**config.mk**
```make
export PLATFORM = sky130hd
export DESIGN_NAME = bitmap_slot_pool_allocator_core
export DESIGN_NICKNAME = d
export VERILOG_FILES = /design/src/hdl/bspa_pkg.sv /design/src/hdl/bspa_ram.sv /design/src/hdl/bitmap_slot_pool_allocator_core.sv
export SDC_FILE = /design/constraint.sdc
export NUM_CORES = 1
export LEC_CHECK = 0
export ABC_AREA = 1
export BUFFER_PORTS_ARGS = -buffer_cell sky130_fd_sc_hd__buf_2
export CELL_PAD_IN_SITES_DETAIL_PLACEMENT = 1
export CELL_PAD_IN_SITES_GLOBAL_PLACEMENT = 2
export CORE_ASPECT_RATIO = 0.7
export CORE_MARGIN = 2
export CORE_UTILIZATION = 34
export CTS_CLUSTER_DIAMETER = 200
export DETAILED_ROUTE_END_ITERATION = 7
export GPL_TIMING_DRIVEN = 0
export HOLD_SLACK_MARGIN = 0.15
export PLACE_DENSITY_LB_ADDON = 0.1
export SKIP_CTS_REPAIR_TIMING = 1
export SYNTH_ARGS = -nofsm -noshare
export SYNTH_HDL_FRONTEND = slang
export SYNTH_SLANG_ARGS = --single-unit
```
**constraint.sdc**
```tcl
create_clock -name aclk -period 10.6 [get_ports aclk]
set_input_delay 2.12 -clock aclk [delete_from_list [all_inputs] [get_ports aclk]]
set_output_delay 2.12 -clock aclk [all_outputs]
set_load 0.01 [all_outputs]
```
**src/hdl/bspa_pkg.sv**
```systemverilog
// ----------------------------------------------------------------------------
// bspa_pkg
// Shared types, codes and widths for the bitmap slot pool allocator.
// ----------------------------------------------------------------------------
package bspa_pkg;

    // Default build capacity in slots
    localparam int DEF_POOL_SLOTS = 64;

    // Field widths
    localparam int ADDR_W     = 32;
    localparam int SB_W       = 13;
    localparam int SIU_W      = 7;
    localparam int POL_W      = 2;
    localparam int CMD_W      = 2;
    localparam int STATUS_W   = 3;
    localparam int IDX_OUT_W  = 6;
    localparam int CNT_OUT_W  = 7;
    localparam int CTR_W      = 32;

    // Bitmap words: eight busy bits per RAM word
    localparam int WORD_BITS  = 8;
    localparam int WBIT_W     = 3;

    // Configuration port
    localparam int CFG_IDX_W  = 2;
    localparam int CFG_DATA_W = 32;

    // Stream payload widths
    localparam int S_TDATA_W  = ADDR_W;
    localparam int S_TUSER_W  = CMD_W + 1;
    localparam int M_PAYLOAD_W = IDX_OUT_W + ADDR_W + 2 * CNT_OUT_W + 4 * CTR_W;
    localparam int M_TDATA_W  = ((M_PAYLOAD_W + 7) / 8) * 8;
    localparam int OUT_PAD_W  = M_TDATA_W - M_PAYLOAD_W;
    localparam int M_TUSER_W  = STATUS_W;

    // Register reset values
    localparam logic [ADDR_W-1:0] BASE_RESET = '0;
    localparam logic [SB_W-1:0]   SB_RESET   = 13'd32;
    localparam logic [SIU_W-1:0]  SIU_RESET  = 7'd64;
    localparam logic [POL_W-1:0]  POL_RESET  = 2'd0;

    // Register indexes
    localparam logic [CFG_IDX_W-1:0] REG_BASE         = 2'd0;
    localparam logic [CFG_IDX_W-1:0] REG_SLOT_BYTES   = 2'd1;
    localparam logic [CFG_IDX_W-1:0] REG_SLOTS_IN_USE = 2'd2;
    localparam logic [CFG_IDX_W-1:0] REG_POLICY       = 2'd3;

    // Commands
    localparam logic [CMD_W-1:0] CMD_ALLOC = 2'd0;
    localparam logic [CMD_W-1:0] CMD_FREE  = 2'd1;
    localparam logic [CMD_W-1:0] CMD_STATS = 2'd2;

    // Overflow policies
    localparam logic [POL_W-1:0] POL_DROP     = 2'd0;
    localparam logic [POL_W-1:0] POL_TRAP     = 2'd1;
    localparam logic [POL_W-1:0] POL_FALLBACK = 2'd2;
    localparam logic [POL_W-1:0] POL_RESERVED = 2'd3;

    // Result status codes
    localparam logic [STATUS_W-1:0] STAT_OK       = 3'd0;
    localparam logic [STATUS_W-1:0] STAT_DROP     = 3'd1;
    localparam logic [STATUS_W-1:0] STAT_TRAP     = 3'd2;
    localparam logic [STATUS_W-1:0] STAT_FALLBACK = 3'd3;
    localparam logic [STATUS_W-1:0] STAT_RANGE    = 3'd4;
    localparam logic [STATUS_W-1:0] STAT_ALIGN    = 3'd5;

    // Sequencer states
    typedef enum logic [3:0] {
        S_CLEAR,
        S_IDLE,
        S_ALLOC_RD,
        S_ALLOC_CHK,
        S_ALLOC_ADDR,
        S_FREE_CHK,
        S_FREE_DIV,
        S_FREE_RD,
        S_FREE_WR,
        S_RESP
    } state_t;

endpackage

```
**src/hdl/bspa_ram.sv**
```systemverilog
// ----------------------------------------------------------------------------
// bspa_ram
// Generic single-write, single-read RAM with registered read data.
// ----------------------------------------------------------------------------
module bspa_ram #(
    parameter int WIDTH = 8,
    parameter int DEPTH = 8,
    localparam int AW   = (DEPTH > 1) ? $clog2(DEPTH) : 1
) (
    input  logic             clk,
    input  logic             we,
    input  logic [AW-1:0]    waddr,
    input  logic [WIDTH-1:0] wdata,
    input  logic [AW-1:0]    raddr,
    output logic [WIDTH-1:0] rdata
);

    logic [WIDTH-1:0] mem [DEPTH];

    // Write port
    always_ff @(posedge clk) begin
        if (we) begin
            mem[waddr] <= wdata;
        end
    end

    // Registered read port
    always_ff @(posedge clk) begin
        rdata <= mem[raddr];
    end

endmodule

```
**src/hdl/bitmap_slot_pool_allocator_core.sv**
```systemverilog
// Allocate: bitmap words are scanned in turn (8 slots a word, up to ceil(n/8) words, at least one),
//   each read in S_ALLOC_RD and checked in S_ALLOC_CHK; a hit goes on to S_ALLOC_ADDR.
// Free: range check, one quotient bit per cycle from the shared compare/subtract divider, then
//   bitmap read and write (a reject ends early); stats reset and unknown commands go straight to S_RESP.
// One beat in work at a time; s_tready is raised again in the cycle after the result is registered.
// Reset (aresetn low, synchronous) starts a clearing pass over all ceil(POOL_SLOTS/8) bitmap words.
// ----------------------------------------------------------------------------
// bitmap_slot_pool_allocator_core
// Fixed-size slot allocator: bitmap scan for alloc, range/alignment check and
// iterative division for free, plus usage statistics.
// ----------------------------------------------------------------------------
module bitmap_slot_pool_allocator_core
    import bspa_pkg::*;
#(
    parameter int POOL_SLOTS = DEF_POOL_SLOTS
) (
    input  logic                  aclk,
    input  logic                  aresetn,
    // input beats
    input  logic                  s_tvalid,
    output logic                  s_tready,
    input  logic [S_TDATA_W-1:0]  s_tdata,   // [31:0] release_address
    input  logic [S_TUSER_W-1:0]  s_tuser,   // [1:0] command, [2] from_interrupt
    // result beats
    output logic                  m_tvalid,
    input  logic                  m_tready,
    output logic [M_TDATA_W-1:0]  m_tdata,   // [5:0] slot_index, [37:6] slot_address,
                                             // [44:38] free_count, [51:45] peak_count,
                                             // [83:52] attempt_total, [115:84] failure_total,
                                             // [147:116] success_total,
                                             // [179:148] release_total, [183:180] zero
    output logic [M_TUSER_W-1:0]  m_tuser,   // [2:0] status
    // configuration writes
    input  logic                  cfg_valid,
    output logic                  cfg_ready,
    input  logic [CFG_IDX_W-1:0]  cfg_index,
    input  logic [CFG_DATA_W-1:0] cfg_data
);

    localparam int DEPTH  = (POOL_SLOTS + WORD_BITS - 1) / WORD_BITS;
    localparam int AW     = (DEPTH > 1) ? $clog2(DEPTH) : 1;
    localparam int IDX_W  = (POOL_SLOTS > 1) ? $clog2(POOL_SLOTS) : 1;
    localparam int CNT_W  = $clog2(POOL_SLOTS + 1);
    localparam int SPAN_W = CNT_W + SB_W;
    localparam int STEP_W = (IDX_W > 1) ? $clog2(IDX_W) : 1;
    localparam int SLOT_W = AW + WBIT_W;

    // Sequencer and work registers
    state_t                state_reg, state_next;
    logic [AW-1:0]         word_reg, word_next;
    logic                  isr_reg, isr_next;
    logic [ADDR_W-1:0]     addr_reg, addr_next;
    logic [SPAN_W-1:0]     span_reg, span_next;
    logic [SPAN_W-1:0]     rem_reg, rem_next;
    logic [SPAN_W-1:0]     div_reg, div_next;
    logic [IDX_W-1:0]      quo_reg, quo_next;
    logic [STEP_W-1:0]     step_reg, step_next;
    logic [IDX_W-1:0]      idx_reg, idx_next;
    logic [WBIT_W-1:0]     bit_reg, bit_next;
    logic [STATUS_W-1:0]   status_reg, status_next;
    logic [ADDR_W-1:0]     saddr_reg, saddr_next;

    // Configuration registers
    logic [ADDR_W-1:0]     base_reg, base_next;
    logic [SB_W-1:0]       sb_reg, sb_next;
    logic [SIU_W-1:0]      siu_reg, siu_next;
    logic [POL_W-1:0]      pol_reg, pol_next;

    // Statistics
    logic [CNT_W-1:0]      cnt_reg, cnt_next;
    logic [CNT_W-1:0]      peak_reg, peak_next;
    logic [CTR_W-1:0]      att_reg, att_next;
    logic [CTR_W-1:0]      fail_reg, fail_next;
    logic [CTR_W-1:0]      succ_reg, succ_next;
    logic [CTR_W-1:0]      rel_reg, rel_next;

    // Output register
    logic                  m_tvalid_reg, m_tvalid_next;
    logic [M_TDATA_W-1:0]  m_tdata_reg, m_tdata_next;
    logic [M_TUSER_W-1:0]  m_tuser_reg, m_tuser_next;

    // Bitmap RAM
    logic                  ram_we;
    logic [WORD_BITS-1:0]  ram_wdata;
    logic [WORD_BITS-1:0]  ram_rdata;

    // Datapath helpers
    logic [CNT_W-1:0]      n_w;
    logic [WORD_BITS-1:0]  avail;
    logic                  hit;
    logic [WBIT_W-1:0]     hit_bit;
    logic [SLOT_W-1:0]     hit_slot;
    logic [31:0]           next_start;
    logic [STATUS_W-1:0]   fail_status;
    logic [ADDR_W-1:0]     offset;
    logic                  div_ge;
    logic [SPAN_W-1:0]     rem_sub;
    logic [IDX_W:0]        quo_shift;
    logic [SLOT_W-1:0]     quo_slot;
    logic [31:0]           free_wide;
    logic [31:0]           peak_wide;
    logic [31:0]           idx_wide;
    logic [31:0]           prod;

    bspa_ram #(
        .WIDTH (WORD_BITS),
        .DEPTH (DEPTH)
    ) u_bitmap (
        .clk   (aclk),
        .we    (ram_we),
        .waddr (word_reg),
        .wdata (ram_wdata),
        .raddr (word_reg),
        .rdata (ram_rdata)
    );

    // Managed slot count, clamped to the built capacity
    assign n_w = (32'(siu_reg) > 32'(POOL_SLOTS)) ? CNT_W'(POOL_SLOTS) : CNT_W'(siu_reg);

    // Free slots in the current word, lowest one wins
    always_comb begin
        for (int b = 0; b < WORD_BITS; b++) begin
            avail[b] = !ram_rdata[b] &&
                       (32'({word_reg, WBIT_W'(b)}) < 32'(n_w));
        end
        hit     = 1'b0;
        hit_bit = '0;
        for (int b = WORD_BITS - 1; b >= 0; b--) begin
            if (avail[b]) begin
                hit     = 1'b1;
                hit_bit = WBIT_W'(b);
            end
        end
    end

    assign hit_slot   = {word_reg, hit_bit};
    assign next_start = (32'(word_reg) + 32'd1) << WBIT_W;

    // Status of an exhausted allocate
    always_comb begin
        if (isr_reg || (pol_reg inside {POL_DROP, POL_RESERVED})) begin
            fail_status = STAT_DROP;
        end else if (pol_reg == POL_TRAP) begin
            fail_status = STAT_TRAP;
        end else begin
            fail_status = STAT_FALLBACK;
        end
    end

    // Shared compare/subtract step of the divider
    assign offset    = addr_reg - base_reg;
    assign div_ge    = rem_reg >= div_reg;
    assign rem_sub   = div_ge ? (rem_reg - div_reg) : rem_reg;
    assign quo_shift = {quo_reg, div_ge};
    assign quo_slot  = SLOT_W'(quo_shift[IDX_W-1:0]);

    // Slot address multiply, registered in the next state
    assign prod = 32'(idx_reg) * 32'(sb_reg);

    // Result fields
    assign free_wide = (32'(n_w) > 32'(cnt_reg)) ? (32'(n_w) - 32'(cnt_reg)) : 32'd0;
    assign peak_wide = 32'(peak_reg);
    assign idx_wide  = 32'(idx_reg);

    // Next state and datapath
    always_comb begin
        state_next    = state_reg;
        word_next     = word_reg;
        isr_next      = isr_reg;
        addr_next     = addr_reg;
        span_next     = span_reg;
        rem_next      = rem_reg;
        div_next      = div_reg;
        quo_next      = quo_reg;
        step_next     = step_reg;
        idx_next      = idx_reg;
        bit_next      = bit_reg;
        status_next   = status_reg;
        saddr_next    = saddr_reg;
        base_next     = base_reg;
        sb_next       = sb_reg;
        siu_next      = siu_reg;
        pol_next      = pol_reg;
        cnt_next      = cnt_reg;
        peak_next     = peak_reg;
        att_next      = att_reg;
        fail_next     = fail_reg;
        succ_next     = succ_reg;
        rel_next      = rel_reg;
        m_tvalid_next = m_tvalid_reg;
        m_tdata_next  = m_tdata_reg;
        m_tuser_next  = m_tuser_reg;
        ram_we        = 1'b0;
        ram_wdata     = '0;
        s_tready      = 1'b0;

        // result register drains independently
        if (m_tvalid_reg && m_tready) begin
            m_tvalid_next = 1'b0;
        end

        // configuration writes are taken in any state
        if (cfg_valid) begin
            case (cfg_index)
                REG_BASE:         base_next = cfg_data[ADDR_W-1:0];
                REG_SLOT_BYTES:   sb_next   = cfg_data[SB_W-1:0];
                REG_SLOTS_IN_USE: siu_next  = cfg_data[SIU_W-1:0];
                REG_POLICY:       pol_next  = cfg_data[POL_W-1:0];
                default:          ;
            endcase
        end

        case (state_reg)
            // zero the bitmap, one word a cycle
            S_CLEAR: begin
                ram_we = 1'b1;
                if (word_reg == AW'(DEPTH - 1)) begin
                    word_next  = '0;
                    state_next = S_IDLE;
                end else begin
                    word_next = word_reg + AW'(1);
                end
            end

            S_IDLE: begin
                s_tready = 1'b1;
                if (s_tvalid) begin
                    isr_next    = s_tuser[CMD_W];
                    addr_next   = s_tdata[ADDR_W-1:0];
                    span_next   = SPAN_W'(n_w) * SPAN_W'(sb_reg);
                    status_next = STAT_OK;
                    idx_next    = '0;
                    saddr_next  = '0;
                    word_next   = '0;
                    case (s_tuser[CMD_W-1:0])
                        CMD_ALLOC: begin
                            att_next   = att_reg + CTR_W'(1);
                            state_next = S_ALLOC_RD;
                        end
                        CMD_FREE: begin
                            state_next = S_FREE_CHK;
                        end
                        CMD_STATS: begin
                            att_next   = '0;
                            fail_next  = '0;
                            succ_next  = '0;
                            rel_next   = '0;
                            peak_next  = cnt_reg;
                            state_next = S_RESP;
                        end
                        default: begin
                            state_next = S_RESP;
                        end
                    endcase
                end
            end

            // wait for the bitmap word
            S_ALLOC_RD: begin
                state_next = S_ALLOC_CHK;
            end

            S_ALLOC_CHK: begin
                if (hit) begin
                    ram_we     = 1'b1;
                    ram_wdata  = ram_rdata | (WORD_BITS'(1) << hit_bit);
                    idx_next   = IDX_W'(hit_slot);
                    state_next = S_ALLOC_ADDR;
                end else if (next_start >= 32'(n_w)) begin
                    fail_next   = fail_reg + CTR_W'(1);
                    status_next = fail_status;
                    state_next  = S_RESP;
                end else begin
                    word_next  = word_reg + AW'(1);
                    state_next = S_ALLOC_RD;
                end
            end

            S_ALLOC_ADDR: begin
                saddr_next = base_reg + prod;
                succ_next  = succ_reg + CTR_W'(1);
                cnt_next   = cnt_reg + CNT_W'(1);
                if ((cnt_reg + CNT_W'(1)) > peak_reg) begin
                    peak_next = cnt_reg + CNT_W'(1);
                end
                state_next = S_RESP;
            end

            // range check, then set up the divider
            S_FREE_CHK: begin
                if ((addr_reg < base_reg) || (offset >= 32'(span_reg))) begin
                    status_next = STAT_RANGE;
                    state_next  = S_RESP;
                end else begin
                    rem_next   = SPAN_W'(offset);
                    div_next   = SPAN_W'(sb_reg) << (IDX_W - 1);
                    quo_next   = '0;
                    step_next  = '0;
                    state_next = S_FREE_DIV;
                end
            end

            // one quotient bit per cycle
            S_FREE_DIV: begin
                rem_next  = rem_sub;
                div_next  = div_reg >> 1;
                quo_next  = quo_shift[IDX_W-1:0];
                step_next = step_reg + STEP_W'(1);
                if (step_reg == STEP_W'(IDX_W - 1)) begin
                    if (rem_sub != '0) begin
                        status_next = STAT_ALIGN;
                        state_next  = S_RESP;
                    end else begin
                        idx_next   = quo_shift[IDX_W-1:0];
                        word_next  = quo_slot[SLOT_W-1:WBIT_W];
                        bit_next   = quo_slot[WBIT_W-1:0];
                        state_next = S_FREE_RD;
                    end
                end
            end

            S_FREE_RD: begin
                state_next = S_FREE_WR;
            end

            S_FREE_WR: begin
                ram_we     = 1'b1;
                ram_wdata  = ram_rdata & ~(WORD_BITS'(1) << bit_reg);
                saddr_next = addr_reg;
                rel_next   = rel_reg + CTR_W'(1);
                if (cnt_reg != '0) begin
                    cnt_next = cnt_reg - CNT_W'(1);
                end
                state_next = S_RESP;
            end

            // hand the result to the output register when it is free
            S_RESP: begin
                if (!m_tvalid_reg || m_tready) begin
                    m_tvalid_next = 1'b1;
                    m_tuser_next  = status_reg;
                    m_tdata_next  = {{OUT_PAD_W{1'b0}}, rel_reg, succ_reg, fail_reg, att_reg,
                                     peak_wide[CNT_OUT_W-1:0], free_wide[CNT_OUT_W-1:0],
                                     saddr_reg, idx_wide[IDX_OUT_W-1:0]};
                    state_next    = S_IDLE;
                end
            end

            default: begin
                state_next = S_IDLE;
            end
        endcase
    end

    // Control registers
    always_ff @(posedge aclk) begin
        if (!aresetn) begin
            state_reg    <= S_CLEAR;
            word_reg     <= '0;
            base_reg     <= BASE_RESET;
            sb_reg       <= SB_RESET;
            siu_reg      <= SIU_RESET;
            pol_reg      <= POL_RESET;
            cnt_reg      <= '0;
            peak_reg     <= '0;
            att_reg      <= '0;
            fail_reg     <= '0;
            succ_reg     <= '0;
            rel_reg      <= '0;
            m_tvalid_reg <= 1'b0;
        end else begin
            state_reg    <= state_next;
            word_reg     <= word_next;
            base_reg     <= base_next;
            sb_reg       <= sb_next;
            siu_reg      <= siu_next;
            pol_reg      <= pol_next;
            cnt_reg      <= cnt_next;
            peak_reg     <= peak_next;
            att_reg      <= att_next;
            fail_reg     <= fail_next;
            succ_reg     <= succ_next;
            rel_reg      <= rel_next;
            m_tvalid_reg <= m_tvalid_next;
        end
    end

    // Payload registers
    always_ff @(posedge aclk) begin
        isr_reg     <= isr_next;
        addr_reg    <= addr_next;
        span_reg    <= span_next;
        rem_reg     <= rem_next;
        div_reg     <= div_next;
        quo_reg     <= quo_next;
        step_reg    <= step_next;
        idx_reg     <= idx_next;
        bit_reg     <= bit_next;
        status_reg  <= status_next;
        saddr_reg   <= saddr_next;
        m_tdata_reg <= m_tdata_next;
        m_tuser_reg <= m_tuser_next;
    end

    // register writes are taken in any state
    assign cfg_ready = 1'b1;
    assign m_tvalid  = m_tvalid_reg;
    assign m_tdata   = m_tdata_reg;
    assign m_tuser   = m_tuser_reg;

endmodule

```
======== Yosys cells after proc, flatten, opt, wreduce, memory -nomap -nowiden ========
Memories as Yosys holds them, arrays and structs flattened. A register that Yosys moved wholly into a read port is not among the register bits.
Cells that the tools add are included.
word-level totals
  register bits after elaboration ......... 532
  memory bits (writable) .................. 64
  input port bits ......................... 74
  output and inout bits ................... 190
  word-level logic and storage cells ...... 238
  memories ................................ 1
memory list
  memory        words  width  rd ports  clocked after Yosys merged registers in  wr ports  line            text
  u_bitmap.mem  8      8      1         1                                        1         bspa_ram.sv:18  logic [WIDTH-1:0] mem [DEPTH];
operators by class
  add/subtract/negate cells ............... 13
  multipliers ............................. 2
  magnitude comparators ................... 15
  eq/ne operators ......................... 33
  shift operators ......................... 2
  muxes and demuxes ....................... 82
  bitwise logic cells ..................... 4
  reductions and logical operators ........ 59
operators with widths
  cell                   number
  $pmux 32 s2            4
  $mux 32                5
  $add 32x1->32 const B  4
  $pmux 32 s3            1
  $pmux 20 s2            2
  $mux 20                3
  $mux 3                 20
  $lt 6x7->1             8
  $pmux 4 s9             1
  $mux 7                 5
  $add 32x19->32         1
  $ge 32x20->1           1
  $lt 32x32->1           1
  $mux 4                 8
  $sub 32x32->32         1
  $ne 2x2->1 const B     14
  $pmux 7 s2             2
  $mux 6                 4
  $pmux 3 s4             2
  $ge 20x20->1           1
  $mul 7x13->20          1
  $reduce_bool 20->1     1
  $sub 20x20->20         1
  $mul 6x13->19          1
  other kinds (47)       118

======== Depth between registers and ports, before layout ========
  depth after elaboration ................. 16
  depth in mapped cells ................... 28
  gate-level depth less buffers ........... 28

======== Modules after synthesis ========
A second synthesis with hierarchy kept.
second synthesis, totals
  cell total of the unflattened synthesis .. 4,257
  area total of the unflattened synthesis .. 35,660.5 um^2
modules (own cells, without submodules)
  module                           instances  cells an instance  area each (um^2)  sequential area each (um^2)
  bitmap_slot_pool_allocator_core  1          3,954              32,610.0          13,873.3
  bspa_ram                         1          303                3,050.4           2,082.0

======== Worst setup path after synthesis ========
No wires, ideal clock.
  path kind ............................... input-to-reg
  start point ............................. input port m_tready
  end point ............................... register m_tdata_reg[0] (netlist: m_tdata[0]), enable pin
  setup time .............................. 0.728 ns
  arrival ................................. 9.749 ns
  data required time ...................... 9.872 ns
  slack ................................... 0.123 ns
  stages on the path ...................... 2
  path buffers ............................ 0
  path through ............................ nor2_1 nor2_1
on the way
  word-level cells in the longest chain between the ends .. 2
RTL lines
  element                     line                                    text
  start, declared             bitmap_slot_pool_allocator_core.sv:26   input logic m_tready,
  $logic_or 1x1->1            bitmap_slot_pool_allocator_core.sv:339  if (!m_tvalid_reg || m_tready) begin
  $reduce_and 2->1 (no line)  -
  end signal, assigned        bitmap_slot_pool_allocator_core.sv:401  m_tdata_reg <= m_tdata_next;
  end, declared               bitmap_slot_pool_allocator_core.sv:79   logic [M_TDATA_W-1:0] m_tdata_reg, m_tdata_next;
No other way between the ends.
A chain may end at the register's enable or synchronous reset.

======== Worst setup path in the final report ========
  start point ............................. register siu_reg[6]
  end point ............................... register span_reg[14] (data pin)
on the way
  word-level cells in the longest chain between the ends .. 3
RTL lines
  element                 line                                    text
  start, declared         bitmap_slot_pool_allocator_core.sv:66   logic [SIU_W-1:0] siu_reg, siu_next;
  start signal, assigned  bitmap_slot_pool_allocator_core.sv:376  siu_reg <= siu_next;
  $gt 7x7->1              bitmap_slot_pool_allocator_core.sv:118  assign n_w = (32'(siu_reg) > 32'(POOL_SLOTS)) ? CNT_W'(POOL_SLOTS) : CNT_W'(siu_reg);
  $mux 7 (*)              bitmap_slot_pool_allocator_core.sv:118
  $mul 7x13->20 (*)       bitmap_slot_pool_allocator_core.sv:230  span_next = SPAN_W'(n_w) * SPAN_W'(sb_reg);
  end signal, assigned    bitmap_slot_pool_allocator_core.sv:392  span_reg <= span_next;
  end, declared           bitmap_slot_pool_allocator_core.sv:53   logic [SPAN_W-1:0] span_reg, span_next;
Mark *: on every way between the ends. The rest lies on a longest branch, timed or not.

==> impl_metrics.toml <==
[synthesis]
synth_top_area_frac = 0.331
synth.ff_latch_count = 602
yosysWarnings = 0
synth_async_sr_flop_share = 0
ys.flop_type = "sky130_fd_sc_hd__edfxtp_1"
synth_cells = 4181
synth_enable_flop_cells = 390
synth_cell_type_count = 64
post_synth_main_area_contributors = "sky130_fd_sc_hd__edfxtp_1 33%, sky130_fd_sc_hd__dfxtp_1 12%, sky130_fd_sc_hd__nand2_1 10%, sky130_fd_sc_hd__inv_1 8.0%, sky130_fd_sc_hd__fa_1 6.7%"
post_synthesis_instance_area_mm2 = 0.0354
synth_top_cell_by_area = "sky130_fd_sc_hd__edfxtp_1"
postSynthAreaPerCell_um2 = 8.46
share_of_the_yosys_chip_area_belonging_to_registers = 0.451

[route]
vias_per_inst = 4.98
drt_iter0_drcs = 2166
ant_nets = 0
routedWlPerCell_um = 21.4
dr.pass1.iters = 5
total_vias_in_the_final_route = 29600
postRouteWirelength_um = 127000
drc = 0

[global_routing]
grt_antenna_before_repair = 6
globalRouteOverflowTotal = 0
gr-usage-all-layers = 0.237
grt_max_degree = 36
first_pass_grt_wire_length_um = 188000
grt_pass1_vias = 29100

[critical_path]
timing_worst_setup_path_type = "reg -> reg"
regToRegSetupSlack_ns = 3.60
worst_ep_required_time_ns = 10.97
regToRegStartpoint = "siu_reg[6]"
critical_path.max_fanout = 10
kind_of_launch_point_of_the_worst_setup_path = "flip-flop"
endpoint_kind = "flip-flop"
critical_path_arrival_ns = 7.37
ff2ff_path_depth = 21
r2r_end = "span_reg[14]"

[timing]
timing.slew.headroom = 0.101
post-route-min-period_ns = 7.00
final.setup_skew_ns = 0.0357
period_share = 0.661
final.hold.worst_slack_ns = 0.395
tightest_slew_ns = 1.35
maxSlewViolCount = 0
rsz0062_at_grt = "no"
timing.fmax_mhz = 143
report.final.setup_viol = 0
final-hold-violation-count = 0

[status]
outcome = "completed"

[worst_hold_path]
holdPathEnd = "m_tdata[11]"
timing.hold.worst.start = "saddr_reg[5]"
worst_hold_path_type = "reg -> reg"
holdPathStages = 0

[place]
gp_congestion = 0.887
dp_hpwl_um = 104000
buffer_ports.inserted = 258

[layout]
final.fill_count = 12200
area_delta_synth_final_pct = 15.3
utilization = 0.397
layout.cells.most_common_list = "966 x sky130_fd_sc_hd__nand2_1, 757 x sky130_fd_sc_hd__inv_1, 390 x sky130_fd_sc_hd__edfxtp_1"
post_route_cells_drive_above_1_share = 0.100
most_frequent_standard_cell_in_the_layout_excluding_fill_and_tap_cells = "sky130_fd_sc_hd__nand2_1"
largest_register_ffs = 180
area.sequential_mm2 = 0.0160
multiInputGateArea_mm2 = 0.0162
nNetsFinal = 4896

[floorplanning]
coreArea_mm2 = 0.103
floorplan.initialDensity = 0.345
die_height_um = 274
ioPinCount = 264
die-width_um = 390
std_cell_rows = 98
die_area_mm2 = 0.107

[cts]
ctsLongestPathBuffers = 3
cts.sinks = 602
clkSlewWorstSetupHoldPaths_ns = 0.06
num_cts_buffers = 68
ctsRootBufferMaster = "sky130_fd_sc_hd__clkbuf_16"
cts.htree.levels = 3
clock_latency_ns = 0.66
cts_tree = "yes"

[job]
drv.max_cap_violation_count = 0

[power]
ir_drop_mv = 0.115
total_leakage_power_uw = 0.0179
pwr_density_cell_mw_per_mm2 = 159
power breakdown:
| group | total (uW) | internal (uW) | switching (uW) |
|---|---|---|---|
| clock network | 2300 | 1280 | 1020 |
| logic | 1430 | 428 | 1000 |
| registers | 2750 | 2660 | 86.9 |
| total | 6480 | 4370 | 2110 |
layout make-up:
class	count	area share
diodes	4	0.000245
plain buffers	96	0.00994
clock buffers	90	0.0448
clock inverters	35	0.00721
inverters	776	0.0715
multi-input cells	2710	0.397
flip-flops and latches	602	0.391
well taps	1350	0.0414
repair buffers	272	0.0371
synth_stat cells (7+ instances only):
cell type and instances:
sky130_fd_sc_hd__nand2_1 968, sky130_fd_sc_hd__buf_4 10, sky130_fd_sc_hd__or2_2 9, sky130_fd_sc_hd__o21ai_0 203
sky130_fd_sc_hd__o22ai_1 8, sky130_fd_sc_hd__nand4_1 65, sky130_fd_sc_hd__edfxtp_1 390, sky130_fd_sc_hd__nand3b_1 19
sky130_fd_sc_hd__nand3_1 143, sky130_fd_sc_hd__ha_1 178, sky130_fd_sc_hd__o211ai_1 15, sky130_fd_sc_hd__nand2_2 8
sky130_fd_sc_hd__inv_1 758, sky130_fd_sc_hd__a31oi_1 17, sky130_fd_sc_hd__inv_2 12, sky130_fd_sc_hd__o21bai_1 8
sky130_fd_sc_hd__xnor2_1 17, sky130_fd_sc_hd__dfxtp_1 212, sky130_fd_sc_hd__a211oi_1 22, sky130_fd_sc_hd__nor3b_1 11
sky130_fd_sc_hd__nor3_1 100, sky130_fd_sc_hd__nand3_2 7, sky130_fd_sc_hd__a22oi_1 9, sky130_fd_sc_hd__a221oi_1 11
sky130_fd_sc_hd__nor4_1 33, sky130_fd_sc_hd__nor2_1 340, sky130_fd_sc_hd__a21oi_1 240, sky130_fd_sc_hd__a22o_1 7
sky130_fd_sc_hd__fa_1 118, sky130_fd_sc_hd__a32o_1 14, sky130_fd_sc_hd__xor2_1 55, sky130_fd_sc_hd__nor2_2 13
sky130_fd_sc_hd__o21a_1 12, sky130_fd_sc_hd__clkbuf_1 75, sky130_fd_sc_hd__o21ai_1 7
layer usage:
metal / wire length, um / part of all wire / track usage / vias to the layer above
li1: - / - / - / 14400
met1: 68900 / 0.54 / 0.386 / 14500
met2: 49000 / 0.39 / 0.319 / 636
met3: 7110 / 0.056 / 0.0406 / 113
met4: 2010 / 0.016 / 0.0474 / 0
met5: 0 / 0 / 0 / -
worst max-delay path, stage by stage, from the launching register on:
cell                       delay (ns)
sky130_fd_sc_hd__dfxtp_1         0.40
sky130_fd_sc_hd__buf_2           0.26
sky130_fd_sc_hd__nor2_1          0.97
sky130_fd_sc_hd__clkinv_1        0.75
sky130_fd_sc_hd__nor2_1          0.29
sky130_fd_sc_hd__fa_1            0.48
sky130_fd_sc_hd__fa_1            0.53
sky130_fd_sc_hd__fa_1            0.54
sky130_fd_sc_hd__inv_1           0.05
sky130_fd_sc_hd__fa_1            0.53
sky130_fd_sc_hd__inv_1           0.04
sky130_fd_sc_hd__ha_1            0.37
sky130_fd_sc_hd__a21oi_1         0.15
sky130_fd_sc_hd__inv_1           0.05
sky130_fd_sc_hd__nor2_1          0.31
sky130_fd_sc_hd__o21bai_1        0.12
sky130_fd_sc_hd__a21oi_1         0.22
sky130_fd_sc_hd__o21ai_0         0.18
sky130_fd_sc_hd__a21oi_1         0.16
sky130_fd_sc_hd__nor2_1          0.05
sky130_fd_sc_hd__nor2_1          0.14
sky130_fd_sc_hd__xnor2_1         0.12
worst max path at each step:
| stage | startpoint | to | slack (ns) | cells after the start |
|---|---|---|---|---|
| after floorplan | m_tready | m_tdata[0] | 0.12 | 2 |
| after global placement | m_tready | m_tdata[35] | -4.17 | 3 |
| after detailed placement | siu_reg[6] | span_reg[14] | 3.67 | 21 |
| after CTS | siu_reg[6] | span_reg[14] | 3.62 | 21 |
| after global routing | siu_reg[6] | span_reg[14] | 3.25 | 21 |
| final | siu_reg[6] | span_reg[14] | 3.60 | 21 |
cells by family (layout without fill, tap and decap cells):
| logic type | count (synthesis) | count (layout) | share of synthesized area |
|---|---|---|---|
| buf+inv | 872 | 1269 | 0.0938 |
| fa+ha+maj | 296 | 296 | 0.130 |
| compound gates | 598 | 598 | 0.0964 |
| flops | 602 | 602 | 0.451 |
| xor+xnor | 72 | 72 | 0.0178 |
| simple gates | 1739 | 1739 | 0.211 |
| other cells | 2 | 9 | 0.000212 |
per-stage QoR:
stage / total power, uW / cells / instance area (um2) / TNS, ns / setup WS [ns]
after floorplan: 3650 / 4184 / 35400 / 0 / 0.123
after global placement: 4180 / 5792 / 38400 / -757.20 / -4.17
after detailed placement: 4210 / 5806 / 38600 / 0 / 3.67
after CTS: 6540 / 5931 / 40800 / 0 / 3.62
after global routing: 6820 / 5932 / 40800 / 0 / 3.25
final: 6480 / 5935 / 40800 / 0 / 3.60
No activity file was read; power rests on OpenSTA's default activity.
